### config.mk
export PLATFORM = sky130hd
export DESIGN_NAME = keyboard_scancode_decoder_fifo_top_flat
export DESIGN_NICKNAME = d
export VERILOG_FILES = /design/src/kscd_pkg.sv /design/src/kscd_if.sv /design/src/kscd_front.sv /design/src/kscd_queue.sv /design/src/kscd_back.sv /design/src/keyboard_scancode_decoder_fifo_top.sv /design/src/flat_wrapper.sv
export SDC_FILE = /design/constraint.sdc
export NUM_CORES = 2
export LEC_CHECK = 0
export ABC_AREA = 1
export BUFFER_PORTS_ARGS = -buffer_cell sky130_fd_sc_hd__buf_4
export CORE_ASPECT_RATIO = 1.2
export CORE_UTILIZATION = 50
export DETAILED_ROUTE_END_ITERATION = 10
export PLACE_DENSITY = 0.72
export SLEW_MARGIN = 20
export SYNTH_ARGS = -nofsm -noshare
export SYNTH_HDL_FRONTEND = slang
export SYNTH_SLANG_ARGS = --single-unit
### constraint.sdc
create_clock -name clk -period 7.3 [get_ports clk]
set_input_delay 0.365 -clock clk [delete_from_list [all_inputs] [get_ports clk]]
set_output_delay 0.365 -clock clk [all_outputs]
set_load 0.005 [all_outputs]
### src/kscd_pkg.sv
// Package with the shared types, scancode constants and key tables of the scancode decoder.
package kscd_pkg;

	// Item commands.
	localparam logic CMD_SCAN = 1'b0;
	localparam logic CMD_READ = 1'b1;

	// Scancode set 1 codes that steer the decoder.
	localparam logic [7:0] SC_PREFIX     = 8'hE0;
	localparam logic [7:0] SC_LSHIFT     = 8'h2A;
	localparam logic [7:0] SC_RSHIFT     = 8'h36;
	localparam logic [7:0] SC_LSHIFT_BRK = 8'hAA;
	localparam logic [7:0] SC_RSHIFT_BRK = 8'hB6;
	localparam logic [7:0] SC_UP         = 8'h48;
	localparam logic [7:0] SC_DOWN       = 8'h50;
	localparam logic [7:0] SC_LEFT       = 8'h4B;
	localparam logic [7:0] SC_RIGHT      = 8'h4D;

	// Characters that stand for the arrow keys.
	localparam logic [7:0] KEY_UP    = 8'd128;
	localparam logic [7:0] KEY_DOWN  = 8'd129;
	localparam logic [7:0] KEY_LEFT  = 8'd130;
	localparam logic [7:0] KEY_RIGHT = 8'd131;

	// Translation tables.
	localparam int TABLE_LEN = 58;
	localparam int TBL_W     = $clog2(TABLE_LEN);

	localparam logic [7:0] PLAIN_MAP [TABLE_LEN] = '{
		8'd0, 8'd27, "1", "2", "3", "4", "5", "6", "7", "8", "9", "0", "-", "=", 8'd8,
		8'd9, "q", "w", "e", "r", "t", "y", "u", "i", "o", "p", "[", "]", 8'd10,
		8'd0, "a", "s", "d", "f", "g", "h", "j", "k", "l", ";", 8'd39, 8'd96,
		8'd0, 8'd92, "z", "x", "c", "v", "b", "n", "m", ",", ".", "/", 8'd0,
		"*", 8'd0, " "
	};

	localparam logic [7:0] SHIFTED_MAP [TABLE_LEN] = '{
		8'd0, 8'd27, "!", "@", "#", "$", "%", "^", "&", "*", "(", ")", "_", "+", 8'd8,
		8'd9, "Q", "W", "E", "R", "T", "Y", "U", "I", "O", "P", "{", "}", 8'd10,
		8'd0, "A", "S", "D", "F", "G", "H", "J", "K", "L", ":", 8'd34, "~",
		8'd0, "|", "Z", "X", "C", "V", "B", "N", "M", "<", ">", "?", 8'd0,
		"*", 8'd0, " "
	};

	// Character ring buffer.
	localparam int BUFFER_DEPTH = 256;
	localparam int PTR_W        = (BUFFER_DEPTH > 1) ? $clog2(BUFFER_DEPTH) : 1;

	// Decoupling queue between front and back.
	localparam int QDEPTH = 2;
	localparam int QPTR_W = $clog2(QDEPTH);
	localparam int QCNT_W = $clog2(QDEPTH + 1);

	// One decoded operation handed from the front to the back.
	typedef struct packed {
		logic       is_read;
		logic       has_char;
		logic [7:0] ch;
	} op_t;

endpackage

### src/kscd_if.sv
// Request and response channel interfaces of the scancode decoder.
interface kscd_req_if;
	logic       valid;
	logic       ready;
	logic       command;
	logic [7:0] scancode;

	modport source (output valid, output command, output scancode, input ready);
	modport sink   (input valid, input command, input scancode, output ready);
endinterface

interface kscd_rsp_if;
	logic       valid;
	logic       ready;
	logic       read_valid;
	logic [7:0] read_char;
	logic       overflow;

	modport source (output valid, output read_valid, output read_char, output overflow,
		input ready);
	modport sink   (input valid, input read_valid, input read_char, input overflow,
		output ready);
endinterface

### src/kscd_front.sv
// Front end: accepts requests, tracks shift and prefix state and translates scancodes.
module kscd_front (
	input  logic            clk,
	input  logic            arst_n,
	kscd_req_if.sink        req,
	output kscd_pkg::op_t   op,
	output logic            op_valid,
	input  logic            op_ready
);

	logic       shift_q;
	logic       prefix_q;
	logic       shift_d;
	logic       prefix_d;
	logic [7:0] ch;
	logic [7:0] sc;

	assign sc = req.scancode;

	always_comb begin
		shift_d  = shift_q;
		prefix_d = prefix_q;
		ch       = 8'd0;
		if (sc == kscd_pkg::SC_PREFIX) begin
			prefix_d = 1'b1;
		end else if (sc == kscd_pkg::SC_LSHIFT || sc == kscd_pkg::SC_RSHIFT) begin
			shift_d = 1'b1;
		end else if (sc == kscd_pkg::SC_LSHIFT_BRK || sc == kscd_pkg::SC_RSHIFT_BRK) begin
			shift_d = 1'b0;
		end else if (!sc[7]) begin
			if (prefix_q) begin
				case (sc)
					kscd_pkg::SC_UP:    ch = kscd_pkg::KEY_UP;
					kscd_pkg::SC_DOWN:  ch = kscd_pkg::KEY_DOWN;
					kscd_pkg::SC_LEFT:  ch = kscd_pkg::KEY_LEFT;
					kscd_pkg::SC_RIGHT: ch = kscd_pkg::KEY_RIGHT;
					default:            ch = 8'd0;
				endcase
				prefix_d = 1'b0;
			end else if (sc < 8'(kscd_pkg::TABLE_LEN)) begin
				ch = shift_q ? kscd_pkg::SHIFTED_MAP[sc[kscd_pkg::TBL_W-1:0]]
				             : kscd_pkg::PLAIN_MAP[sc[kscd_pkg::TBL_W-1:0]];
			end
		end else begin
			prefix_d = 1'b0;
		end
	end

	assign op.is_read  = (req.command == kscd_pkg::CMD_READ);
	assign op.has_char = (req.command == kscd_pkg::CMD_SCAN) && (ch != 8'd0);
	assign op.ch       = ch;
	assign op_valid    = req.valid;
	assign req.ready   = op_ready;

	always_ff @(posedge clk or negedge arst_n) begin
		if (!arst_n) begin
			shift_q  <= 1'b0;
			prefix_q <= 1'b0;
		end else if (req.valid && op_ready && req.command == kscd_pkg::CMD_SCAN) begin
			shift_q  <= shift_d;
			prefix_q <= prefix_d;
		end
	end

endmodule

### src/kscd_queue.sv
// Short queue of decoded operations between the front and the back.
module kscd_queue (
	input  logic            clk,
	input  logic            arst_n,
	input  kscd_pkg::op_t   wr_op,
	input  logic            wr_valid,
	output logic            wr_ready,
	output kscd_pkg::op_t   rd_op,
	output logic            rd_valid,
	input  logic            rd_ready
);

	kscd_pkg::op_t                 slot_q [kscd_pkg::QDEPTH];
	logic [kscd_pkg::QPTR_W-1:0]   wptr_q;
	logic [kscd_pkg::QPTR_W-1:0]   rptr_q;
	logic [kscd_pkg::QCNT_W-1:0]   count_q;
	logic                          push;
	logic                          pop;

	assign wr_ready = (count_q != kscd_pkg::QCNT_W'(kscd_pkg::QDEPTH));
	assign rd_valid = (count_q != '0);
	assign rd_op    = slot_q[rptr_q];
	assign push     = wr_valid && wr_ready;
	assign pop      = rd_valid && rd_ready;

	always_ff @(posedge clk) begin
		if (push) begin
			slot_q[wptr_q] <= wr_op;
		end
	end

	always_ff @(posedge clk or negedge arst_n) begin
		if (!arst_n) begin
			wptr_q  <= '0;
			rptr_q  <= '0;
			count_q <= '0;
		end else begin
			if (push) begin
				wptr_q <= (wptr_q == kscd_pkg::QPTR_W'(kscd_pkg::QDEPTH - 1)) ? '0 : wptr_q + 1'b1;
			end
			if (pop) begin
				rptr_q <= (rptr_q == kscd_pkg::QPTR_W'(kscd_pkg::QDEPTH - 1)) ? '0 : rptr_q + 1'b1;
			end
			if (push && !pop) begin
				count_q <= count_q + 1'b1;
			end else if (pop && !push) begin
				count_q <= count_q - 1'b1;
			end
		end
	end

endmodule

### src/kscd_back.sv
// Back end: character ring buffer and the registered response stage.
module kscd_back (
	input  logic            clk,
	input  logic            arst_n,
	input  kscd_pkg::op_t   op,
	input  logic            op_valid,
	output logic            op_ready,
	kscd_rsp_if.source      rsp
);

	logic [7:0]                  mem [kscd_pkg::BUFFER_DEPTH];
	logic [kscd_pkg::PTR_W-1:0]  wp_q;
	logic [kscd_pkg::PTR_W-1:0]  rp_q;
	logic [kscd_pkg::PTR_W-1:0]  wp_next;
	logic [kscd_pkg::PTR_W-1:0]  rp_next;
	logic                        valid_s1;
	logic                        read_valid_s1;
	logic                        overflow_s1;
	logic [7:0]                  rdata_s1;
	logic                        take;
	logic                        empty;
	logic                        full;
	logic                        do_push;
	logic                        do_pop;

	assign wp_next = (wp_q == kscd_pkg::PTR_W'(kscd_pkg::BUFFER_DEPTH - 1)) ? '0 : wp_q + 1'b1;
	assign rp_next = (rp_q == kscd_pkg::PTR_W'(kscd_pkg::BUFFER_DEPTH - 1)) ? '0 : rp_q + 1'b1;
	assign empty   = (wp_q == rp_q);
	assign full    = (wp_next == rp_q);

	// The stage advances when it is empty or its result is being taken.
	assign op_ready = !valid_s1 || rsp.ready;
	assign take     = op_valid && op_ready;
	assign do_push  = take && !op.is_read && op.has_char && !full;
	assign do_pop   = take && op.is_read && !empty;

	always_ff @(posedge clk) begin
		if (do_push) begin
			mem[wp_q] <= op.ch;
		end
		if (do_pop) begin
			rdata_s1 <= mem[rp_q];
		end
	end

	always_ff @(posedge clk or negedge arst_n) begin
		if (!arst_n) begin
			wp_q          <= '0;
			rp_q          <= '0;
			valid_s1      <= 1'b0;
			read_valid_s1 <= 1'b0;
			overflow_s1   <= 1'b0;
		end else begin
			if (op_ready) begin
				valid_s1 <= op_valid;
			end
			if (take) begin
				read_valid_s1 <= do_pop;
				overflow_s1   <= !op.is_read && op.has_char && full;
			end
			if (do_push) begin
				wp_q <= wp_next;
			end
			if (do_pop) begin
				rp_q <= rp_next;
			end
		end
	end

	assign rsp.valid      = valid_s1;
	assign rsp.read_valid = read_valid_s1;
	assign rsp.read_char  = read_valid_s1 ? rdata_s1 : 8'd0;
	assign rsp.overflow   = overflow_s1;

endmodule

### src/keyboard_scancode_decoder_fifo_top.sv
// Top level of the keyboard scancode decoder with its character ring buffer.
//
// Each request on the req channel is either a scancode byte (command 0) or a
// request to read one character (command 1). Every request yields exactly one
// response on the rsp channel, in order: read_valid and read_char for a read,
// and overflow when a translated character found the ring buffer full.
// The front translates scancodes through the shift and prefix state, and a
// two-entry queue hands each decoded operation to the back, which owns the
// ring buffer memory and a registered response stage.
// A request accepted by the front is written into the queue, and the back then
// registers its response in the response stage. Throughput: one request per
// cycle while the receiver keeps rsp.ready high, with one memory write or read per cycle.
// Reset clears the shift and prefix flags and both ring pointers, which leaves
// the buffer empty; the memory itself is not cleared and needs no sweep.
// When the receiver stalls, the response stage holds its result, the queue
// absorbs up to two more requests, and then req.ready drops until rsp.ready
// returns. Nothing is lost or repeated across a stall.
module keyboard_scancode_decoder_fifo_top (
	input  logic        clk,
	input  logic        arst_n,
	kscd_req_if.sink    req,
	kscd_rsp_if.source  rsp
);

	kscd_pkg::op_t front_op;
	logic          front_valid;
	logic          front_ready;
	kscd_pkg::op_t back_op;
	logic          back_valid;
	logic          back_ready;

	// Scancode translation and request acceptance.
	kscd_front u_front (
		.clk      (clk),
		.arst_n   (arst_n),
		.req      (req),
		.op       (front_op),
		.op_valid (front_valid),
		.op_ready (front_ready)
	);

	// Decoupling queue so that the front keeps taking requests while the
	// back waits on the receiver.
	kscd_queue u_queue (
		.clk      (clk),
		.arst_n   (arst_n),
		.wr_op    (front_op),
		.wr_valid (front_valid),
		.wr_ready (front_ready),
		.rd_op    (back_op),
		.rd_valid (back_valid),
		.rd_ready (back_ready)
	);

	// Ring buffer and response register.
	kscd_back u_back (
		.clk      (clk),
		.arst_n   (arst_n),
		.op       (back_op),
		.op_valid (back_valid),
		.op_ready (back_ready),
		.rsp      (rsp)
	);

endmodule

### src/flat_wrapper.sv
// flat-port wrapper written by rule: the top's interface ports become plain ports
module keyboard_scancode_decoder_fifo_top_flat 
  (clk, arst_n, req_valid, req_command, req_scancode, req_ready, rsp_valid, rsp_read_valid, rsp_read_char, rsp_overflow, rsp_ready);
  kscd_req_if req_i ();
  kscd_rsp_if rsp_i ();
  input  logic clk;
  input  logic arst_n;
  input wire logic [$bits(req_i.valid)-1:0] req_valid;
  input wire logic [$bits(req_i.command)-1:0] req_command;
  input wire logic [$bits(req_i.scancode)-1:0] req_scancode;
  output wire logic [$bits(req_i.ready)-1:0] req_ready;
  output wire logic [$bits(rsp_i.valid)-1:0] rsp_valid;
  output wire logic [$bits(rsp_i.read_valid)-1:0] rsp_read_valid;
  output wire logic [$bits(rsp_i.read_char)-1:0] rsp_read_char;
  output wire logic [$bits(rsp_i.overflow)-1:0] rsp_overflow;
  input wire logic [$bits(rsp_i.ready)-1:0] rsp_ready;
  assign req_i.valid = req_valid;
  assign req_i.command = req_command;
  assign req_i.scancode = req_scancode;
  assign req_ready = req_i.ready;
  assign rsp_valid = rsp_i.valid;
  assign rsp_read_valid = rsp_i.read_valid;
  assign rsp_read_char = rsp_i.read_char;
  assign rsp_overflow = rsp_i.overflow;
  assign rsp_i.ready = rsp_ready;
  keyboard_scancode_decoder_fifo_top u_core (.clk(clk), .arst_n(arst_n), .req(req_i), .rsp(rsp_i));
endmodule
Yosys cells after proc, flatten, opt, wreduce, memory -nomap -nowiden
Memory sizes are Yosys's and may differ from the RTL's. A register that Yosys moved wholly into a read port is not among the register bits.
Cells that the tools add are included.

word-level totals
  bits in registers = 25
  latch bits = 0
  memory bits (writable) = 2068
  bits in read-only memories = 1024
  bits of input ports = 13
  output and inout port bits = 12
  word-level logic and storage cells = 97
  memories kept = 4

operators by class
  add/sub/neg operators = 6
  multipliers = 0
  divide/modulo/power cells = 0
  order comparisons = 2
  eq/ne operators = 16
  shift operators = 0
  muxes and demuxes = 28
  bitwise logic cells = 3
  reduce and logical (&&, ||, !) cells = 28

memory list
  memory                 depth  width  rd ports  clocked after memory_dff  wr ports  RTL line          RTL
  u_core.u_back.mem      256    8      1         1                         1         kscd_back.sv:11   logic [7:0] mem [kscd_pkg::BUFFER_DEPTH];
  (no name shown)        64     8      1         0                         0         kscd_front.sv:42  : kscd_pkg::PLAIN_MAP[sc[kscd_pkg::TBL_W-1:0]];
  (no name shown)        64     8      1         0                         0         kscd_front.sv:41  ch = shift_q ? kscd_pkg::SHIFTED_MAP[sc[kscd_pkg::TBL_W-1:0]]
  u_core.u_queue.slot_q  2      10     1         0                         1         kscd_queue.sv:13  kscd_pkg::op_t slot_q [kscd_pkg::QDEPTH];

operator list
  kind                                                                   number
  8-bit two-way mux                                                      14
  8-bit == test (second input constant)                                  5
  8-bit by 7-bit == test with 1-bit output (second input constant)       4
  8-bit case mux with 4 select lines                                     1
  8-bit by 1-bit adder with 8-bit output (second input constant)         2
  8-bit by 6-bit == test with 1-bit output (second input constant)       2
  8-bit == test                                                          2
  1-bit logical AND                                                      13
  1-bit two-way mux                                                      11
  8-bit by 6-bit < comparator with 1-bit output (second input constant)  1
  8-bit nonzero test                                                     1
  7-bit greater-or-equal comparator (second input constant)              1
  6-bit inverter with 7-bit output                                       1
  1-bit zero test                                                        6
  2-bit inequality test (second input constant)                          3
  3-bit AND reduction                                                    2
  2-bit nonzero test                                                     3
  2-bit two-way mux                                                      2
  1-bit logical OR                                                       3
  1-bit adder (second input constant)                                    2
  2-bit by 1-bit adder with 2-bit output (second input constant)         1
  1-bit inverter                                                         2
  2-bit by 1-bit subtractor with 2-bit output (second input constant)    1

Depth between registers and ports, before layout
  word-level depth = 13
  mapped depth = 21
  gate-level depth less buffers = 17

Hierarchy
A second synthesis with hierarchy kept.

unflattened totals
  cell total of the unflattened synthesis = 8513
  area, all modules = 90125.2 µm²

by module, submodules not included
  module      instances  cells an instance  area each (µm²)  sequential area each (µm²)
  kscd_back   1          8149               87660.3          62214.7
  kscd_front  1          283                1490.2           50.0
  kscd_queue  1          81                 974.7            700.7

Worst setup path after synthesis
Ideal clock, no wire load.

  path kind = reg-to-reg
  from = register u_core.u_queue.rptr_q
  to = memory u_core.u_back.mem[0][0], data pin
  setup time = 823 ps
  arrival time = 3605 ps
  data required time = 6477 ps
  setup slack = 2872 ps
  cell stages (with the launch flop) = 4
  path buffers = 0
  path through = dfrtp_1 clkinv_1 nand2_1 nand2_1

RTL lines
  what                    RTL line          RTL
  from (decl)             kscd_queue.sv:15  logic [kscd_pkg::QPTR_W-1:0] rptr_q;
  from (signal assigned)  kscd_queue.sv:42  rptr_q <= (rptr_q == kscd_pkg::QPTR_W'(kscd_pkg::QDEPTH - 1)) ? '0 : rptr_q + 1'b1;
  to (decl)               kscd_back.sv:11

Final worst setup path
  from = register u_core.u_back.rp_q[2] (netlist bit)
  to = register u_core.u_back.rdata_s1[1] (read register of u_core.u_back.mem), data pin

between the ends
  word-level cells in the longest chain between the ends = 3

RTL lines
  what                    RTL line         RTL
  from (decl)             kscd_back.sv:13  logic [kscd_pkg::PTR_W-1:0] rp_q;
  from (signal assigned)  kscd_back.sv:65  rp_q <= rp_next;
  8-bit == test           kscd_back.sv:28  assign empty = (wp_q == rp_q);
  1-bit zero test         kscd_back.sv:35  assign do_pop = take && op.is_read && !empty;
  1-bit logical AND       kscd_back.sv:35
  to (decl)               kscd_back.sv:19  logic [7:0] rdata_s1;

Several ways; a longest one is shown, not always the timed one.
A chain may end at the register's enable or synchronous reset.

==> flow_metrics.py <==
metrics = {
    "outcome": {
        "status": "finished, final reports clean",
    },
    "drt": {
        "drc": 0,
        "dr.pass1.iters": 8,
        "via_per_inst": 5.710,
        "vias": 59670,
        "ant_nets": 0,
        "dr.first_iter.drc_count": 6896,
        "routed_wl_um": 231400,
        "wire_per_inst_um": 22.14,
    },
    "sta": {
        "min_period_over_period_pct": 59.75,
        "drv_slew": 0,
        "fin_worst_skew_ns": 0.02508,
        "worst_slew_pin_slew_ns": 1.218,
        "max_slew_margin_pct": 18.82,
        "setup_viol": 0,
        "timing.final.crit_period_ns": 4.362,
        "tns_ns": 0,
        "hold_viol": 0,
        "max_freq_mhz": 229.3,
        "rsz0062_at_grt": "false",
        "hold_ws_ns": 0.03826,
    },
    "run": {
        "maxCapViolCount": 0,
    },
    "worst_setup_path": {
        "cp.arrival_ns": 5.06,
        "cp_max_fo": 52,
        "critPathKind": "flip-flop to flip-flop",
        "critPathRequiredTime_ns": 8.00,
        "endpoint_kind": "flip-flop",
        "start_kind": "flip-flop",
    },
    "synthesis": {
        "synth_area_per_cell_um2": 10.88,
        "synth_ff_type": "edfxtp_1",
        "ys_ff_latch": 2101,
        "yosysSeqAreaShare_pct": 70.72,
        "syn-instance-count": 8183,
        "synth_edf_count": 2076,
        "synth.distinct_cells": 38,
        "synth-async-reset-ratio_pct": 1.190,
        "yosysWarnings": 0,
        "syn_nets": 8214,
        "syn-cell-area_mm2": 0.08904,
    },
    "placed_design": {
        "place_congestion": 0.9258,
        "place_area_mm2": 0.09061,
        "port_buffers": 24,
        "dp_hpwl_um": 130100,
    },
    "cts": {
        "root_buffer": "clkbuf_16",
        "htree_levels": 4,
        "post_cts_buffers": 0,
        "cts_tree": "built",
        "cts_max_path_buffers": 3,
        "hold_buffers": 7,
        "path_clk_slew_ns": 0.07,
        "clk_latency_ns": 0.84,
        "cts.sinks": 2101,
        "cts_buffers": 188,
        "cts_resized": 0,
    },
    "floorplan": {
        "io-pin-count": 25,
        "die_area_mm2": 0.1798,
        "initial_core_util_pct": 50.37,
        "rows": 169,
        "coreArea_mm2": 0.1768,
        "die_h_um": 464.3,
        "die_w_um": 387.2,
    },
    "cells_and_area": {
        "filler_cell_count": 14490,
        "drive_gt1_share_pct": 4.914,
        "syn_to_final_growth_pct": 8.603,
        "final_cell_area_mm2": 0.09670,
        "finish.net_count": 8016,
    },
    "pwr": {
        "p_leak_nw": 35.34,
        "ir_drop_mv": 0.3427,
        "power_density_mw_per_mm2": 397.1,
    },
    "global_routing": {
        "grt_pass1_vias": 57490,
        "grt_usage_pct": 25.34,
        "grt_pass1_wl_um": 346000,
        "antenna_found_initial": 6,
        "grt_max_degree": 220,
        "gr-total-overflow": 0,
    },
    "hold_path": {
        "min_path_type": "primary input to async pin",
    },
}
-- where the power goes --
group / switching, mW / total [mW] / internal [mW]
clock: 4.34 / 9.73 / 5.39
sequential: 0.251 / 15.3 / 15.1
combinational: 10.3 / 13.3 / 3.09
-- final timing paths --
kind	from	to	slack, ns	depth (start not counted)
worst max-delay path	u_core.u_back.rp_q[2]	u_core.u_back.rdata_s1[1]	2.94	15
min in group clk	req_scancode[5]	u_core.u_front.prefix_q	0.07	5
worst min-delay path	arst_n	u_core.u_back.wp_q[5]	0.04	2
max in group asynchronous	arst_n	u_core.u_back.rp_q[0]	6.90	2
worst max register to register	u_core.u_back.rp_q[2]	u_core.u_back.rdata_s1[1]	2.94	15
worst min register to register	u_core.u_queue.count_q[1]	u_core.u_queue.count_q[1]	0.53	1
-- metrics by stage --
stage	instances	setup slack [ns]	util [%]	total power, mW
6_report	10450	2.938	54.70	38.40
4_1_cts	10450	3.014	54.70	38.26
3_3_place_gp	10100	2.582	51.25	28.53
2_1_floorplan	8183	2.872	-	24.41
5_1_grt	10450	2.756	54.70	40.02
3_5_place_dp	10100	3.036	51.26	28.68
-- final cells by class --
class	count	area (um^2)	share of cell area [%]
antenna	2	5.005	0.005176
timing repair buffer	97	933.4	0.9653
clock buffer	222	4885	5.052
tap	2308	2888	2.986
multi-input combinational	5121	22070	22.82
inverter	476	1809	1.871
sequential	2101	62980	65.13
clock inverter	123	1129	1.167
-- worst max-delay path, cell delays in order (launching register included) --
cell     delay, ns
dfrtp_4       0.82
nand2_1       0.56
inv_4         0.77
buf_4         0.68
nand2_1       0.20
nand2_1       0.11
inv_1         0.05
nand2_1       0.09
nand2_1       0.16
nand2_1       0.11
inv_1         0.07
nand2_1       0.08
nand2_1       0.05
nand2_1       0.22
inv_1         0.07
nand2_1       0.06
-- registers in the layout (all words and copies together), names as in the netlist, 2 cells and up --
signal / flops
u_core.u_back.mem: 2048
u_core.u_queue.count_q: 2
u_core.u_back.rp_q: 8
u_core.u_back.wp_q: 8
u_core.u_queue.slot_q: 20
u_core.u_back.rdata_s1: 8
-- routing by layer --
metal  track usage [%]  wire length [um]  vias to the layer above
li1                  -                 -                    27300
met5                 0                24                        -
met2             41.77            111800                     3035
met1             32.36             86720                    28780
met3             4.046             20630                      550
met4             13.32             12180                        4
-- cells in the final DEF (no fill, tap or decap), drive strengths merged --
cell	netlist	layout
buf	269	90
o31ai	1	1
a21oi	99	99
clkinvlp	0	9
a31oi	2	2
xnor2	4	4
or2	8	8
o211ai	104	104
bufinv	0	17
a22oi	1	1
nand3b	5	5
nor4	1	1
diode	0	2
nand2	1981	1981
and2	1	1
edfxtp	2076	2076
nand3	644	644
nand4	5	5
clkinv	4	94
ha	18	18
o22ai	17	17
dfrtp	25	25
nor3	3	3
xor2	19	19
clkbuf	216	222
inv	472	479
nor2	1501	1501
o21ai	706	706
dlygate4sd3	0	7
mux2i	1	1
-- synthesized netlist by cell type, types with 38 or more instances --
cell type  count  area share (%)
edfxtp_1    2076              70
nand2_1     1978             8.3
nor2_1      1500             6.3
o21ai_0      652             3.7
nand3_1      635             3.6
inv_1        467             2.0
clkbuf_1     216            0.91
buf_2        160            0.90
o211ai_1     104            0.88
a21oi_1       99            0.56
o21ai_1       52            0.29
buf_1         50            0.21
buf_4         38            0.32
-- cells by family (layout without fill, tap and decap cells) --
logic type | count (synthesis) | in the layout | synth area share (%)
other | 0 | 2 | 0
adders and majority gates | 18 | 18 | 0.2530
buffers and inverters | 961 | 918 | 4.623
and+or+nand+nor | 4149 | 4149 | 18.61
muxes | 1 | 1 | 0.01124
DFF | 2101 | 2101 | 70.72
xor gates and xnor gates | 23 | 23 | 0.2262
AOI/OAI and AO/OA | 930 | 930 | 5.561
(Power assumes the default switching activity.)
